[src/rtl/b64fs_pkg.sv]
package b64fs_pkg;

  localparam int unsigned SextetW = 6;
  localparam int unsigned CharW = 8;
  localparam int unsigned SizeW = 16;

  localparam logic [CharW-1:0] CharPlus = 8'h2B;
  localparam logic [CharW-1:0] CharUnder = 8'h5F;
  localparam logic [CharW-1:0] CharNul = 8'h00;

  typedef enum logic [2:0] {
    PH_FIRST  = 3'b001,
    PH_SECOND = 3'b010,
    PH_THIRD  = 3'b100
  } phase_t;

  // one queued request: up to two sextets, then an optional terminator
  typedef struct packed {
    logic [1:0]         n_chars;
    logic [SextetW-1:0] sx0;
    logic [SextetW-1:0] sx1;
    logic               has_end;
  } job_t;

  function automatic logic [CharW-1:0] sextet_to_char(input logic [SextetW-1:0] s);
    logic [CharW-1:0] v;
    v = {2'b00, s};
    if (s < 6'd26) begin
      return v + 8'h41;
    end else if (s < 6'd52) begin
      return v - 8'd26 + 8'h61;
    end else if (s < 6'd62) begin
      return v - 8'd52 + 8'h30;
    end else if (s == 6'd62) begin
      return CharPlus;
    end else begin
      return CharUnder;
    end
  endfunction

endpackage

[src/rtl/b64fs_front.sv]
module b64fs_front (
  input  logic                     clk,
  input  logic                     rst_n,
  input  logic                     cfg_valid,
  input  logic [15:0]              cfg_buffer_size,
  input  logic                     in_accept,
  input  logic [7:0]               in_data_byte,
  input  logic                     in_last_byte,
  output logic                     push,
  output b64fs_pkg::job_t          push_job
);
  import b64fs_pkg::*;

  logic [SizeW-1:0] size_r;
  logic [SizeW-1:0] emitted_r, emitted_nxt;
  logic [3:0]       held_r, held_nxt;
  phase_t           phase_r, phase_nxt;

  logic [SextetW-1:0] c0, c1;
  logic [1:0]         req;
  logic [SizeW-1:0]   limit;
  logic               ok_one, ok_two;
  logic [1:0]         pass;

  always_comb begin
    c0 = in_data_byte[7:2];
    c1 = {in_data_byte[1:0], 4'b0000};
    req = in_last_byte ? 2'd2 : 2'd1;
    held_nxt = {2'b00, in_data_byte[1:0]};
    phase_nxt = PH_SECOND;
    case (phase_r)
      PH_SECOND: begin
        c0 = {held_r[1:0], in_data_byte[7:4]};
        c1 = {in_data_byte[3:0], 2'b00};
        held_nxt = in_data_byte[3:0];
        phase_nxt = PH_THIRD;
      end
      PH_THIRD: begin
        c0 = {held_r, in_data_byte[7:6]};
        c1 = in_data_byte[5:0];
        req = 2'd2;
        held_nxt = 4'd0;
        phase_nxt = PH_FIRST;
      end
      default: begin
      end
    endcase
    if (in_last_byte) begin
      held_nxt = 4'd0;
      phase_nxt = PH_FIRST;
    end

    limit = size_r - 16'd1;
    ok_one = (size_r != '0) && (emitted_r < limit);
    ok_two = (size_r != '0) && (({1'b0, emitted_r} + 17'd1) < {1'b0, limit});
    if (!ok_one) begin
      pass = 2'd0;
    end else if (!ok_two) begin
      pass = 2'd1;
    end else begin
      pass = req;
    end
    emitted_nxt = in_last_byte ? '0 : emitted_r + {14'd0, pass};

    push_job.n_chars = pass;
    push_job.sx0 = c0;
    push_job.sx1 = c1;
    push_job.has_end = in_last_byte && (size_r != '0);
    push = in_accept && ((pass != 2'd0) || push_job.has_end);
  end

  always_ff @(posedge clk) begin
    if (!rst_n) begin
      size_r <= 16'hFFFF;
      emitted_r <= '0;
      held_r <= '0;
      phase_r <= PH_FIRST;
    end else begin
      if (cfg_valid) begin
        size_r <= cfg_buffer_size;
      end
      if (in_accept) begin
        emitted_r <= emitted_nxt;
        held_r <= held_nxt;
        phase_r <= phase_nxt;
      end
    end
  end

endmodule

[src/rtl/b64fs_fifo.sv]
module b64fs_fifo #(
  parameter int unsigned DEPTH = 2
) (
  input  logic            clk,
  input  logic            rst_n,
  input  logic            push,
  input  b64fs_pkg::job_t push_job,
  input  logic            pop,
  output logic            full,
  output logic            not_empty,
  output b64fs_pkg::job_t head_job
);
  import b64fs_pkg::*;

  localparam int unsigned PtrW = (DEPTH > 1) ? $clog2(DEPTH) : 1;
  localparam int unsigned CntW = $clog2(DEPTH + 1);
  localparam logic [PtrW-1:0] LastPtr = PtrW'(DEPTH - 1);
  localparam logic [CntW-1:0] Full = CntW'(DEPTH);

  job_t            mem_r [DEPTH];
  logic [PtrW-1:0] wr_r, rd_r;
  logic [CntW-1:0] cnt_r;

  assign full = (cnt_r == Full);
  assign not_empty = (cnt_r != '0);
  assign head_job = mem_r[rd_r];

  always_ff @(posedge clk) begin
    if (push) begin
      mem_r[wr_r] <= push_job;
    end
  end

  always_ff @(posedge clk) begin
    if (!rst_n) begin
      wr_r <= '0;
      rd_r <= '0;
      cnt_r <= '0;
    end else begin
      if (push) begin
        wr_r <= (wr_r == LastPtr) ? '0 : wr_r + PtrW'(1);
      end
      if (pop) begin
        rd_r <= (rd_r == LastPtr) ? '0 : rd_r + PtrW'(1);
      end
      if (push && !pop) begin
        cnt_r <= cnt_r + CntW'(1);
      end else if (pop && !push) begin
        cnt_r <= cnt_r - CntW'(1);
      end
    end
  end

endmodule

[src/rtl/b64fs_back.sv]
module b64fs_back (
  input  logic            clk,
  input  logic            rst_n,
  input  logic            job_valid,
  input  b64fs_pkg::job_t job,
  output logic            pop,
  output logic            out_valid,
  input  logic            out_ready,
  output logic [7:0]      out_char,
  output logic            out_is_end
);
  import b64fs_pkg::*;

  logic [1:0]       pos_r;
  logic             valid_r;
  logic [CharW-1:0] char_r;
  logic             end_r;

  logic             load;
  logic             is_char;
  logic             last_item;
  logic [CharW-1:0] char_nxt;

  always_comb begin
    load = job_valid && (!valid_r || out_ready);
    is_char = (pos_r < job.n_chars);
    last_item = is_char ? ((pos_r + 2'd1 == job.n_chars) && !job.has_end) : 1'b1;
    char_nxt = is_char ? sextet_to_char((pos_r == 2'd0) ? job.sx0 : job.sx1) : CharNul;
    pop = load && last_item;
  end

  always_ff @(posedge clk) begin
    if (load) begin
      char_r <= char_nxt;
      end_r <= !is_char;
    end
  end

  always_ff @(posedge clk) begin
    if (!rst_n) begin
      pos_r <= '0;
      valid_r <= 1'b0;
    end else begin
      if (load) begin
        valid_r <= 1'b1;
        pos_r <= last_item ? 2'd0 : pos_r + 2'd1;
      end else if (out_ready) begin
        valid_r <= 1'b0;
      end
    end
  end

  assign out_valid = valid_r;
  assign out_char = char_r;
  assign out_is_end = end_r;

endmodule

[src/rtl/base64_filename_safe_encoder.sv]
// channel | direction | handshake             | payload
// in      | input     | in_valid / in_ready   | in_data_byte, in_last_byte
// out     | output    | out_valid / out_ready | out_char, out_is_end
// cfg     | input     | cfg_valid / cfg_ready | cfg_buffer_size
// one byte is taken per cycle while the request queue has room
// one result leaves per cycle from the output register while out_ready is high and a job is queued
// sustained rate is set by the output register: 4 characters per 3 bytes, queued before output
// reset is synchronous, active low, and clears phase, count, queue and output valid
// cfg is always ready; a stalled output fills the queue and then holds in_ready low
module base64_filename_safe_encoder #(
  parameter int unsigned QUEUE_DEPTH = 2
) (
  input  logic        clk,
  input  logic        rst_n,
  input  logic        cfg_valid,
  output logic        cfg_ready,
  input  logic [15:0] cfg_buffer_size,
  input  logic        in_valid,
  output logic        in_ready,
  input  logic [7:0]  in_data_byte,
  input  logic        in_last_byte,
  output logic        out_valid,
  input  logic        out_ready,
  output logic [7:0]  out_char,
  output logic        out_is_end
);
  import b64fs_pkg::*;

  logic q_full, q_not_empty, push, pop;
  job_t push_job, head_job;

  assign cfg_ready = 1'b1;
  assign in_ready = !q_full;

  b64fs_front u_front (
    .clk,
    .rst_n,
    .cfg_valid,
    .cfg_buffer_size,
    .in_accept(in_valid && in_ready),
    .in_data_byte,
    .in_last_byte,
    .push,
    .push_job
  );

  b64fs_fifo #(.DEPTH(QUEUE_DEPTH)) u_fifo (
    .clk,
    .rst_n,
    .push,
    .push_job,
    .pop,
    .full(q_full),
    .not_empty(q_not_empty),
    .head_job
  );

  b64fs_back u_back (
    .clk,
    .rst_n,
    .job_valid(q_not_empty),
    .job(head_job),
    .pop,
    .out_valid,
    .out_ready,
    .out_char,
    .out_is_end
  );

endmodule

[config.mk]
export PLATFORM = sky130hd
export DESIGN_NAME = base64_filename_safe_encoder
export DESIGN_NICKNAME = d
export VERILOG_FILES = /design/src/rtl/b64fs_pkg.sv /design/src/rtl/b64fs_front.sv /design/src/rtl/b64fs_fifo.sv /design/src/rtl/b64fs_back.sv /design/src/rtl/base64_filename_safe_encoder.sv
export SDC_FILE = /design/constraint.sdc
export NUM_CORES = 1
export LEC_CHECK = 0
export BUFFER_PORTS_ARGS = -buffer_cell sky130_fd_sc_hd__buf_2
export CAP_MARGIN = 20
export CORE_UTILIZATION = 55
export CTS_CLUSTER_DIAMETER = 80
export CTS_CLUSTER_SIZE = 8
export DETAILED_ROUTE_END_ITERATION = 7
export PLACE_DENSITY = 0.82
export SLEW_MARGIN = 20
export SYNTH_ARGS = -nofsm -noshare
export SYNTH_HDL_FRONTEND = slang
export SYNTH_SLANG_ARGS = --single-unit
[constraint.sdc]
create_clock -name clk -period 4.6 [get_ports clk]
set_clock_uncertainty 0.1 [all_clocks]
set_input_delay 0.23 -clock clk [delete_from_list [all_inputs] [get_ports clk]]
set_output_delay 0.23 -clock clk [all_outputs]
set_load 0.005 [all_outputs]
==> results.txt, run 1 <==
----------------------------------------------------
[Die]
  Die area ... between 10000 and 15000 sq um
  Effective utilization at floorplan ... 57.44%
  Area of the core ... slightly above 9000 sq um
  Y dimension of the die ... 100.7 um
  Die Wd ... 100.7 um
  # rows ... 35
  Number of top-level pins ... 42

[Pwr]
  Power, Total ... 2578 uW
  Leakage power total ... 0.002712 uW
  Power per Cell Area ... 393.4 nW/um^2
  Largest vdd supply drop ... between 0.2 and 0.25 mV

[Logic synthesis]
  Library cell with the highest instance count after synthesis ... sky130_fd_sc_hd__nand2_1
  Post-synthesis sequential area ratio ... 39.42%
  Top cell type's share of synthesized area ... 21.86%
  Synth cell types ... 58
  Number of instances in the synthesized netlist ... 567
  Synth top area cells ... sky130_fd_sc_hd__edfxtp_1 (22%), sky130_fd_sc_hd__dfxtp_1 (18%), sky130_fd_sc_hd__ha_1 (10%), sky130_fd_sc_hd__xnor2_1 (6.0%), sky130_fd_sc_hd__nand2_1 (5.0%)
  Proportion of register bits with asynchronous set or reset after synthesis ... 0%
  Cell taking the most area after synthesis ... sky130_fd_sc_hd__edfxtp_1
  Post-synthesis sequential element count ... 86
  Warnings from Yosys ... 0
  Avg Synthesized Cell Area ... roughly 9.4 sq um
  Count of flip-flops with a built-in enable after synthesis ... 39
  Most used flip-flop cell after synthesis ... sky130_fd_sc_hd__dfxtp_1
  Combined area of all synthesized cells ... 5358 sq um
  Ranking of synthesized cells by instance count ... sky130_fd_sc_hd__nand2_1 (71), sky130_fd_sc_hd__nor2_1 (49), sky130_fd_sc_hd__dfxtp_1 (47), sky130_fd_sc_hd__ha_1 (44), sky130_fd_sc_hd__edfxtp_1 (39)
  Net Count, Synth ... 642

[Timing]
  Final hold violation count ... 0
  PnR worst setup slack ... -224.2 ps
  Smallest hold slack ... roughly 64 ps
  Max-slew violation count ... 0
  Setup repair after global routing missed its margin ... true
  Highest attainable clock frequency ... 207.3 MHz
  Slew of the pin with the lowest slew margin ... about 870 ps
  Tightest slew margin relative to the limit ... about two fifths
  Clock period minus final worst setup slack ... 4824 ps
  Ratio of final minimum period to clock period ... 104.9%
  Number of failing setup endpoints in the final timing report ... 10

[Worst hold path]
  Min-Delay Path Depth ... 3
  End point of the worst hold path ... u_front.held_r[2]$_SDFFE_PN0P_
  Beginning of the worst hold path ... in_data_byte[2]
  Worst Hold Class ... primary input to flop

[Clocking]
  Number of levels in the clock H-tree ... 3
  Clock network latency to the later pin of the worst-skew pair ... roughly 370 ps
  Number of CTS-inserted buffers ... 9
  CTS Buffer Depth ... 2
  TritonCTS clock tree ... done
  Buffer cell driving the clock tree root ... sky130_fd_sc_hd__clkbuf_8
  Clock-pin slew reported for the worst setup and hold paths after clock tree synthesis ... 100 ps
  Sink count of the clock tree ... 86

[Worst setup path]
  Reg-to-reg setup timing slack ... -220 ps
  Number of cell instances on the worst register-to-register path ... 21
  Setup CP Type ... flop to flop
  Critical Path AT ... between 4000 and 5000 ps
  Kind of start point of the critical path ... flop
  Reg2reg end ... u_front.emitted_r[12]$_SDFFE_PN0P_
  Kind of end point of the critical path ... flop
  Crit Reg-Reg Startpoint ... u_front.size_r[0]$_SDFFE_PN1P_
  Beginning of the critical path ... u_front.size_r[0]$_SDFFE_PN1P_
  Worst path required time ... between 4000 and 5000 ps
  Critical-path maximum fanout ... 3

[Layout]
  Post-route design area ... 6553 sq um
  Diodes inserted ... 0
  Final core occ ... 70.25%
  Fraction of layout instances using a drive strength above 1 ... approximately 23%
  Non-filler instance count after layout ... 782
  Area grow syn2layout ... 22.30%
  Final Net Count ... 723

[Placement]
  Placed standard-cell area ... between 5000 and 6000 sq um
  DP Cell Count ... approximately 740
  I/O Buffers ... 40
  Placer's final routability congestion estimate ... about 0.90
  Placed wire-length estimate after detailed placement ... 8539 um

[Global route]
  Global Route Usage Sum ... between 20% and 30%
  Pin count of the biggest net entering global routing ... 35
  Global route total overflow ... 0
  Via count of the first global-routing pass ... 4232
  Global-route wire length before repair ... ~20000 um
  Initial antenna violation count ... 0

[Detailed routing]
  Total via count after detailed routing ... 4842
  Post-detailed-route count of antenna-violating nets ... 0
  Routed wire length per instance ... 18.97 um
  Final Routed Wirelength ... 14840 um
  DR iter-0 viols ... 549
  Vias per inst ... 6.192
  DRC violation count after routing ... 0
  Number of detailed-routing iterations run before antenna repair ... 6

[Outcome]
  Violations in the final reports ... setup timing
  Result of the run ... finished, violations left

[Run]
  Count of max-cap constraint violations ... 0

----------------------------------------------------
==> worst max-delay path, cell delays in order, from the launching register on <==
cell and delay [ps]:
sky130_fd_sc_hd__dfxtp_2 330, sky130_fd_sc_hd__buf_6 110, sky130_fd_sc_hd__or4_4 520, sky130_fd_sc_hd__buf_6 140, sky130_fd_sc_hd__nor4_4 390, sky130_fd_sc_hd__nand2_1 150, sky130_fd_sc_hd__xor2_2 230, sky130_fd_sc_hd__ha_4 250
sky130_fd_sc_hd__a21o_1 150, sky130_fd_sc_hd__a21o_1 170, sky130_fd_sc_hd__a21oi_2 200, sky130_fd_sc_hd__nand2_2 120, sky130_fd_sc_hd__nor4_4 340, sky130_fd_sc_hd__nor2b_4 230, sky130_fd_sc_hd__ha_4 160, sky130_fd_sc_hd__fa_2 230
sky130_fd_sc_hd__nand3_4 80, sky130_fd_sc_hd__nor3_4 220, sky130_fd_sc_hd__nand2_2 110, sky130_fd_sc_hd__nor3_2 210, sky130_fd_sc_hd__xnor2_1 170, sky130_fd_sc_hd__nor2_1 80
==> per-layer routing <==
layer / wire length [um] / GRT usage [%] / part of all wire, % / vias to the layer above
li1: - / - / - / 2180
met1: 5884 / 32.31 / 40 / 2279
met5: 0 / 0 / 0 / -
met2: 6982 / 40.99 / 47 / 304
met3: 1257 / 5.687 / 8.5 / 79
met4: 712 / 12.26 / 4.8 / 0
==> cell families after synthesis <==
family	Yosys count	synth area share, %
muxes	23	5.722
other	1	0.06999
AOI/OAI and AO/OA	89	10.95
buffers and inverters	44	3.199
adders and majority gates	45	10.65
DFF	86	39.42
xor gates and xnor gates	59	10.04
and+or+nand+nor	220	19.94
==> layout by cell type, fill, tap and decap left out, types with 4 or more instances in the layout <==
cell type	instances
sky130_fd_sc_hd__edfxtp_1	39
sky130_fd_sc_hd__dfxtp_1	46
sky130_fd_sc_hd__nand3_1	20
sky130_fd_sc_hd__clkbuf_8	9
sky130_fd_sc_hd__ha_1	40
sky130_fd_sc_hd__o21ai_0	15
sky130_fd_sc_hd__nor3_2	4
sky130_fd_sc_hd__buf_2	40
sky130_fd_sc_hd__and2_1	8
sky130_fd_sc_hd__a22oi_1	8
sky130_fd_sc_hd__xor2_1	18
sky130_fd_sc_hd__inv_1	17
sky130_fd_sc_hd__nor2_1	48
sky130_fd_sc_hd__or3_1	5
sky130_fd_sc_hd__o211ai_1	6
sky130_fd_sc_hd__ha_4	4
sky130_fd_sc_hd__a21o_1	6
sky130_fd_sc_hd__a21oi_1	19
sky130_fd_sc_hd__nand2b_1	5
sky130_fd_sc_hd__nand4_1	10
sky130_fd_sc_hd__xnor2_1	36
sky130_fd_sc_hd__buf_4	38
sky130_fd_sc_hd__a31oi_1	4
sky130_fd_sc_hd__a21boi_0	7
sky130_fd_sc_hd__nand2_1	69
sky130_fd_sc_hd__nor3_1	10
sky130_fd_sc_hd__nor2b_1	6
sky130_fd_sc_hd__mux2i_1	16
sky130_fd_sc_hd__dlygate4sd3_1	16
sky130_fd_sc_hd__mux4_2	6
==> worst max path at each step <==
stage	endpoint	slack (ps)	cells past startpoint
after floorplan	u_front.emitted_r[15]$_SDFFE_PN0P_	50	20
final	u_front.emitted_r[12]$_SDFFE_PN0P_	-220	21
after global routing	u_front.emitted_r[12]$_SDFFE_PN0P_	-350	21
after detailed placement	u_front.emitted_r[12]$_SDFFE_PN0P_	-170	20
after global placement	u_front.emitted_r[15]$_SDFFE_PN0P_	50	19
after CTS	u_front.emitted_r[12]$_SDFFE_PN0P_	-20	20
==> per-stage QoR <==
stage	TNS [ps]	worst slack, ps
2_1_floorplan	0	46.68
3_3_place_gp	0	47.47
3_5_place_dp	-531.8	-174.4
4_1_cts	-38.62	-24.52
5_1_grt	-3661	-351.8
6_report	-1388	-224.2
==> power breakdown <==
group | total (uW) | switching (uW) | leakage, uW | internal, uW
Combinational | 1030 | 594 | 0.00187 | 434
Clock | 521 | 314 | 0.0000898 | 207
Sequential | 1030 | 62.0 | 0.000755 | 967
Total | 2580 | 970 | 0.00271 | 1610
==> layout make-up <==
class | instances | area, sq um
Multi-Input combinational cell | 437 | 3353
Fill cell | 619 | 2775
Sequential cell | 86 | 2113
Timing Repair Buffer | 97 | 679.4
Tap cell | 129 | 161.4
Clock buffer | 10 | 127.6
Inverter | 17 | 63.81
Clock inverter | 6 | 53.80
==> state kept, by name, summed over array words and instances (netlist names), named ones only <==
register / count
u_fifo.mem_r: 30
u_front.emitted_r: 16
u_front.size_r: 16
u_back.out_char: 8
u_front.held_r: 4
u_front.phase_r: 3
u_back.pos_r: 2
u_fifo.cnt_r: 2
u_back.out_is_end: 1
u_back.out_valid: 1
u_fifo.rd_r: 1
u_fifo.wr_r: 1
==> timing repair <==
| item | in CTS | in global routing |
|---|---|---|
| gates cloned | 0 | 0 |
| resized for setup | 8 | 45 |
| setup endpoints to repair | 7 | 16 |
| pin swaps | 1 | 28 |
| buffers inserted | 1 | 11 |
| hold buffers | 16 | 0 |
| endpoints found under the hold margin | 16 | 0 |
No activity file was read; power rests on OpenSTA's default activity.
==> inputs of run 2 (changes only) <==
Settings changed: CORE_ASPECT_RATIO set to 0.9.
==> run 2 against run 1 <==
Effect of this change: the run now ends clean; cell count shrank 2.0%; first-iteration DRC count shrank 42%; maximum frequency grew 4.9%; global-route usage is essentially flat; critical path type unchanged; sequential share of layout area grew 0.63 points; flip-flop and latch count is the same.
==> results.txt, run 2 (synthesized netlist as in run 1, its figures left out) <==
----------------------------------------------------
[Worst setup path]
  Critical-path maximum fanout ... 3 (unchanged)
  Setup CP Type ... flop to flop
  Reg2reg end ... u_front.emitted_r[14]$_SDFFE_PN0P_
  Kind of end point of the critical path ... flop
  Number of cell instances on the worst register-to-register path ... 21 (unchanged)
  Reg-to-reg setup timing slack ... 2 ps (+230 ps)
  Crit Reg-Reg Startpoint ... u_front.size_r[1]$_SDFFE_PN1P_
  Kind of start point of the critical path ... flop
  Critical Path AT ... 4730 ps (-230 ps)
  Worst path required time ... 4730 ps (about the same)

[Layout]
  Area grow syn2layout ... 20.01%
  Leading cell type in the layout, fill and taps excluded ... sky130_fd_sc_hd__nand2_1
  Reg with most FFs ... u_fifo.mem_r
  Final Net Count ... 714 (-1.2%)
  Max reg flops ... 30 (unchanged)
  Commonest cells after routing, fill and taps aside ... sky130_fd_sc_hd__nand2_1 (70), sky130_fd_sc_hd__nor2_1 (47), sky130_fd_sc_hd__dfxtp_1 (45)
  Fraction of layout instances using a drive strength above 1 ... 21.27% (-1.4 points)
  Top flop regs ... u_fifo.mem_r (30), u_front.emitted_r (16), u_front.size_r (16)
  Diodes inserted ... 0 (unchanged)
  Filler Cells Inserted ... 688 (+11%)

[Worst hold path]
  Min-Delay Path Depth ... 3 (unchanged)
  End point of the worst hold path ... u_front.size_r[10]$_SDFFE_PN1P_
  Beginning of the worst hold path ... cfg_buffer_size[10]
  Worst Hold Class ... primary input to flop

[Timing]
  Final hold violation count ... 0 (unchanged)
  Clock period minus final worst setup slack ... 4598 ps (-226.1 ps)
  Max-slew violation count ... 0 (unchanged)
  Number of failing setup endpoints in the final timing report ... 0 (-10)
  Ratio of final minimum period to clock period ... 99.96% (-4.9 points)
  Tightest slew margin relative to the limit ... 61.74% (+20 points)
  Slew of the pin with the lowest slew margin ... 572.6 ps (-302.2 ps)
  Setup repair after global routing missed its margin ... true
  Highest attainable clock frequency ... 217.5 MHz (+4.9%)
  Smallest hold slack ... 23.02 ps (-40.77 ps)

[Placement]
  I/O Buffers ... 40 (unchanged)
  Placed wire-length estimate after detailed placement ... 8678 um (+1.6%)
  Placer's final routability congestion estimate ... 0.8976 (-0.33%)

[Clocking]
  Clock-pin slew reported for the worst setup and hold paths after clock tree synthesis ... 90 ps (about the same)
  Number of CTS-inserted buffers ... 9 (unchanged)
  Sink count of the clock tree ... 86 (unchanged)
  Number of levels in the clock H-tree ... 3 (unchanged)
  Buffer cell driving the clock tree root ... sky130_fd_sc_hd__clkbuf_8
  CTS Buffer Depth ... 2 (unchanged)
  Clock network latency to the later pin of the worst-skew pair ... 360 ps (about the same)
  TritonCTS clock tree ... done

[Die]
  Effective utilization at floorplan ... 57.67% (+0.23 points)
  Y dimension of the die ... 95.63 um (-5.0%)
  Number of top-level pins ... 42 (unchanged)
  Die area ... 10140 sq um (about the same)
  Area of the core ... 9290 sq um (-0.40%)
  Die Wd ... 106.0 um (+5.3%)
  # rows ... 33 (-5.7%)

[Detailed routing]
  Post-detailed-route count of antenna-violating nets ... 0 (unchanged)
  DRC violation count after routing ... 0 (unchanged)
  Total via count after detailed routing ... 4453 (-8.0%)
  Vias per inst ... 5.813 (-6.1%)
  DR iter-0 viols ... 321 (-42%)
  Routed wire length per instance ... 16.46 um (-13%)
  Final Routed Wirelength ... 12610 um (-15%)
  Number of detailed-routing iterations run before antenna repair ... 5 (-1)

[Global route]
  Initial antenna violation count ... 0 (unchanged)
  Global route total overflow ... 0 (unchanged)
  Global-route wire length before repair ... 20240 um (+1.7%)
  Pin count of the biggest net entering global routing ... 35 (unchanged)
  Via count of the first global-routing pass ... 4395 (+3.9%)
  Global Route Usage Sum ... 25.43% (+0.037 points)

[Pwr]
  Power per Cell Area ... 401.4 nW/um^2 (+2.0%)
  Largest vdd supply drop ... 0.3031 mV (+28%)
  Leakage power total ... 0.002689 uW (-0.87%)
  Power, Total ... 2581 uW (+0.12%)

[Run]
  Count of max-cap constraint violations ... 0 (unchanged)

[Outcome]
  Result of the run ... completed

----------------------------------------------------
run 2: cell types whose count changed in the layout (fill, tap and decap cells not counted), sizes merged:
cell         change
buf              -8
clkbuf           -1
dlygate4sd3      -1
inv              +1
run 2: worst max-delay path: stages, from the launching register on:
cell and delay, ps:
sky130_fd_sc_hd__dfxtp_2 350, sky130_fd_sc_hd__inv_2 80, sky130_fd_sc_hd__ha_4 130, sky130_fd_sc_hd__or4b_4 470
sky130_fd_sc_hd__or3_4 360, sky130_fd_sc_hd__nor4_4 270, sky130_fd_sc_hd__xnor2_2 170, sky130_fd_sc_hd__ha_1 290
sky130_fd_sc_hd__a21o_1 170, sky130_fd_sc_hd__a211oi_1 290, sky130_fd_sc_hd__o2111ai_1 200, sky130_fd_sc_hd__a31oi_2 240
sky130_fd_sc_hd__buf_4 170, sky130_fd_sc_hd__nor2b_4 50, sky130_fd_sc_hd__ha_4 160, sky130_fd_sc_hd__fa_2 370
sky130_fd_sc_hd__nand3_4 90, sky130_fd_sc_hd__nor3_4 60, sky130_fd_sc_hd__nand2_2 120, sky130_fd_sc_hd__nor3_2 60
sky130_fd_sc_hd__xnor2_1 210, sky130_fd_sc_hd__nor2_1 70
run 2: cell type report:
class                   instances  area, sq um  share of cell area, %
clock inverters                 7        70.07                  1.090
flip-flops and latches         86         2115                  32.89
multi-input cells             437         3307                  51.43
repair buffers                 88        598.1                  9.301
clock buffers                   9        123.9                  1.926
well taps                     122        152.6                  2.374
inverters                      17        63.81                 0.9924
run 2: per-stage QoR:
step                cells  utilization, %  setup TNS, ps  instance area, sq um  worst slack, ps
detailed placement    729           62.56         -180.5                  5812           -70.85
global route          766           69.21         -918.3                  6430           -188.6
CTS                   760           66.91              0                  6216            12.84
floorplan             567               -              0                  5364            46.68
global placement      729           62.56              0                  5812            75.02
finish                766           69.21              0                  6430            1.953
run 2: routing by layer:
layer,global-route usage (%),vias up,wire length (um)
met5,0,-,0
met4,8.102,0,209
met3,3.759,25,561
met2,48.42,162,6693
met1,29.49,2108,5142
li1,-,2158,-
run 2: repair_timing:
action,in CTS,in global routing
hold buffers,15,0
gates cloned,0,0
setup endpoints to repair,4,14
hold endpoints to repair,15,0
pin swaps,2,19
buffers inserted,0,6
resized for setup,11,34
run 2: power by group:
group          internal [uW]  switching (uW)  leakage [uW]
logic                    430             598       0.00184
registers                966            58.6      0.000755
clock network            214             314     0.0000977
run 2: worst max-delay path by stage:
stage	startpoint	end	slack, ps	cells after the start
6_report	u_front.size_r[1]$_SDFFE_PN1P_	u_front.emitted_r[14]$_SDFFE_PN0P_	2	21
5_1_grt	u_front.size_r[1]$_SDFFE_PN1P_	u_front.emitted_r[15]$_SDFFE_PN0P_	-190	19
4_1_cts	u_front.size_r[0]$_SDFFE_PN1P_	u_front.emitted_r[15]$_SDFFE_PN0P_	10	20
3_5_place_dp	u_front.size_r[0]$_SDFFE_PN1P_	u_front.emitted_r[12]$_SDFFE_PN0P_	-70	20
3_3_place_gp	u_front.size_r[0]$_SDFFE_PN1P_	u_front.emitted_r[12]$_SDFFE_PN0P_	80	20
2_1_floorplan	u_front.size_r[0]$_SDFFE_PN1P_	u_front.emitted_r[15]$_SDFFE_PN0P_	50	20
==> inputs of run 3 (changes only) <==
Settings changed: CELL_PAD_IN_SITES_DETAIL_PLACEMENT set to 0, CELL_PAD_IN_SITES_GLOBAL_PLACEMENT set to 2, CORE_UTILIZATION 55 to 35, SLEW_MARGIN 20 to 15.
==> run 3 against run 2 <==
Effect of this change: register-to-register slack hardly changed; critical path depth is 1 higher; non-clock buffer count is 15 higher; critical endpoint is now u_front.emitted_r[10]$_SDFFE_PN0P_; critical path type unchanged; design area is 4.9% higher; die area is 56% higher; highest routed layer unchanged; via count is 3.1% lower.
==> results.txt, run 3 (synthesized netlist as in run 1, its figures left out) <==
----------------------------------------------------
[Worst hold path]
  Worst Hold Class ... primary input to flop
  Beginning of the worst hold path ... in_data_byte[3]
  Min-Delay Path Depth ... 3 (unchanged)
  End point of the worst hold path ... u_front.held_r[3]$_SDFFE_PN0P_

[Global route]
  Global-route wire length before repair ... 20830 um (+2.9%)
  Initial antenna violation count ... 0 (unchanged)
  Pin count of the biggest net entering global routing ... 35 (unchanged)
  Via count of the first global-routing pass ... 4330 (-1.5%)
  Global route total overflow ... 0 (unchanged)
  Global Route Usage Sum ... 16.83% (-8.6 points)

[Timing]
  Setup repair after global routing missed its margin ... true
  Slew of the pin with the lowest slew margin ... 588.5 ps (+15.88 ps)
  Number of failing setup endpoints in the final timing report ... 0 (unchanged)
  Max-slew violation count ... 0 (unchanged)
  Tightest slew margin relative to the limit ... 60.72% (-1.0 points)
  Clock period minus final worst setup slack ... 4599 ps (+0.8731 ps)
  PnR worst setup slack ... 1.080 ps (-0.8731 ps)
  Highest attainable clock frequency ... 217.4 MHz (about the same)
  Total negative slack ... 0 ps (unchanged)
  Final hold violation count ... 0 (unchanged)
  Smallest hold slack ... 77.56 ps (+54.54 ps)
  Ratio of final minimum period to clock period ... 99.98% (about the same)

[Pwr]
  Largest vdd supply drop ... 0.2067 mV (-32%)
  Power per Cell Area ... 413.5 nW/um^2 (+3.0%)
  Leakage power total ... 0.002802 uW (+4.2%)

[Detailed routing]
  Post-detailed-route count of antenna-violating nets ... 0 (unchanged)
  Final Routed Wirelength ... 12560 um (-0.36%)
  Number of detailed-routing iterations run before antenna repair ... 4 (-1)
  DRC violation count after routing ... 0 (unchanged)
  Routed wire length per instance ... 14.66 um (-11%)
  Total via count after detailed routing ... 4317 (-3.1%)
  DR iter-0 viols ... 175 (-45%)
  Vias per inst ... 5.037 (-13%)

[Worst setup path]
  Critical-path maximum fanout ... 3 (unchanged)
  Kind of end point of the critical path ... flop
  Setup CP Type ... flop to flop
  Kind of start point of the critical path ... flop
  Reg-to-reg setup timing slack ... 1 ps (about the same)
  Critical Path AT ... 4720 ps (about the same)
  Worst path required time ... 4730 ps (about the same)
  Number of cell instances on the worst register-to-register path ... 22 (+4.8%)
  Crit Reg-Reg Startpoint ... u_front.size_r[1]$_SDFFE_PN1P_
  Reg2reg end ... u_front.emitted_r[10]$_SDFFE_PN0P_

[Layout]
  Fraction of layout instances using a drive strength above 1 ... 22.31% (+1.0 points)
  Final core occ ... 45.51% (-24 points)
  Filler Cells Inserted ... 1438 (+110%)
  Max reg flops ... 30 (unchanged)
  Diodes inserted ... 0 (unchanged)
  Final Net Count ... 729 (+2.1%)
  Commonest cells after routing, fill and taps aside ... sky130_fd_sc_hd__nand2_1 (69), sky130_fd_sc_hd__nor2_1 (48), sky130_fd_sc_hd__dfxtp_1 (45)
  Top flop regs ... u_fifo.mem_r (30), u_front.emitted_r (16), u_front.size_r (16)
  Leading cell type in the layout, fill and taps excluded ... sky130_fd_sc_hd__nand2_1
  Reg with most FFs ... u_fifo.mem_r
  Area grow syn2layout ... 25.88%
  Post-route design area ... 6744 sq um (+4.9%)

[Die]
  Die area ... 15810 sq um (+56%)
  Effective utilization at floorplan ... 36.15% (-22 points)
  Y dimension of the die ... 119.4 um (+25%)
  # rows ... 42 (+27%)
  Die Wd ... 132.4 um (+25%)
  Number of top-level pins ... 42 (unchanged)
  Area of the core ... 14820 sq um (+60%)

[Placement]
  Placer's final routability congestion estimate ... 0.8198 (-8.7%)
  Placed standard-cell area ... 6012 sq um (+3.4%)
  Worst slack after detailed placement ... -170.6 ps (-99.78 ps)
  Placed wire-length estimate after detailed placement ... 9173 um (+5.7%)
  I/O Buffers ... 40 (unchanged)

[Clocking]
  Number of levels in the clock H-tree ... 3 (unchanged)
  Sink count of the clock tree ... 86 (unchanged)
  Buffer cell driving the clock tree root ... sky130_fd_sc_hd__clkbuf_16
  Number of CTS-inserted buffers ... 9 (unchanged)
  TritonCTS clock tree ... done
  CTS Buffer Depth ... 2 (unchanged)
  Clock network latency to the later pin of the worst-skew pair ... 360 ps (about the same)
  Clock-pin slew reported for the worst setup and hold paths after clock tree synthesis ... 70 ps (-20 ps)

[Outcome]
  Result of the run ... completed

[Run]
  Count of max-cap constraint violations ... 0 (unchanged)

----------------------------------------------------
[run 3: changes by cell type in the layout (fill, tap and decap cells not counted), sizes merged]
cell | previous run | this run
buf | 73 | 87
clkinv | 1 | 0
dlygate4sd3 | 15 | 16
inv | 22 | 23
[run 3: per-stage QoR]
step | std cells | total power (uW)
2_1_floorplan | 567 | 1757
3_3_place_gp | 819 | 2045
3_5_place_dp | 819 | 2044
4_1_cts | 851 | 2812
5_1_grt | 857 | 2995
6_report | 857 | 2789
[run 3: worst max-delay path by stage]
stage	startpoint	endpoint	slack (ps)	cells after the start
CTS	u_front.size_r[0]$_SDFFE_PN1P_	u_front.emitted_r[15]$_SDFFE_PN0P_	-10	21
global placement	u_front.size_r[0]$_SDFFE_PN1P_	u_front.emitted_r[14]$_SDFFE_PN0P_	-50	20
finish	u_front.size_r[1]$_SDFFE_PN1P_	u_front.emitted_r[10]$_SDFFE_PN0P_	1	22
global route	u_front.size_r[1]$_SDFFE_PN1P_	u_front.emitted_r[12]$_SDFFE_PN0P_	-280	21
detailed placement	u_front.size_r[0]$_SDFFE_PN1P_	u_front.emitted_r[12]$_SDFFE_PN0P_	-170	20
floorplan	u_front.size_r[0]$_SDFFE_PN1P_	u_front.emitted_r[15]$_SDFFE_PN0P_	50	20
[run 3: per-layer routing]
layer / share of wire [%] / wire length, um / track usage, %
met1: 45 / 5701 / 20.05
met2: 51 / 6357 / 29.74
met3: 2.7 / 338 / 3.576
met4: 1.3 / 163 / 6.034
met5: 0 / 0 / 0
[run 3: critical path, stage by stage, from the launching register on]
cell	delay [ps]
sky130_fd_sc_hd__dfxtp_2	320
sky130_fd_sc_hd__buf_6	110
sky130_fd_sc_hd__or4_4	530
sky130_fd_sc_hd__buf_6	140
sky130_fd_sc_hd__nor4_4	260
sky130_fd_sc_hd__nand2_1	140
sky130_fd_sc_hd__xor2_2	240
sky130_fd_sc_hd__ha_4	250
sky130_fd_sc_hd__a21o_1	160
sky130_fd_sc_hd__a21o_1	170
sky130_fd_sc_hd__a21oi_2	150
sky130_fd_sc_hd__nand2_2	90
sky130_fd_sc_hd__nor4_4	340
sky130_fd_sc_hd__nor2b_4	240
sky130_fd_sc_hd__ha_4	160
sky130_fd_sc_hd__fa_2	230
sky130_fd_sc_hd__nand3_4	80
sky130_fd_sc_hd__nor3_4	210
sky130_fd_sc_hd__nand2_2	130
sky130_fd_sc_hd__buf_4	160
sky130_fd_sc_hd__nor2_2	80
sky130_fd_sc_hd__xnor2_1	120
sky130_fd_sc_hd__nor2_1	60
[run 3: cell type report]
class	instances	area, sq um	area share [%]
multi-input combinational	437	3291	48.79
sequential	86	2115	31.35
clock inverter	7	70.07	1.039
inverter	17	63.81	0.9462
clock buffer	9	225.2	3.340
tap	198	247.7	3.673
timing repair buffer	103	732.0	10.85
[run 3: where the power goes]
group | total [uW] | switching (uW) | internal (uW)
Sequential | 1020 | 55.0 | 966
Clock | 743 | 358 | 386
Combinational | 1020 | 591 | 434
[run 3: what timing repair did]
item                       CTS  global route
setup buffers                0             6
setup endpoints to repair    6            15
gates resized for setup      4            45
hold endpoints to repair    16             0
pin swaps                    0            21
hold buffers                16             0
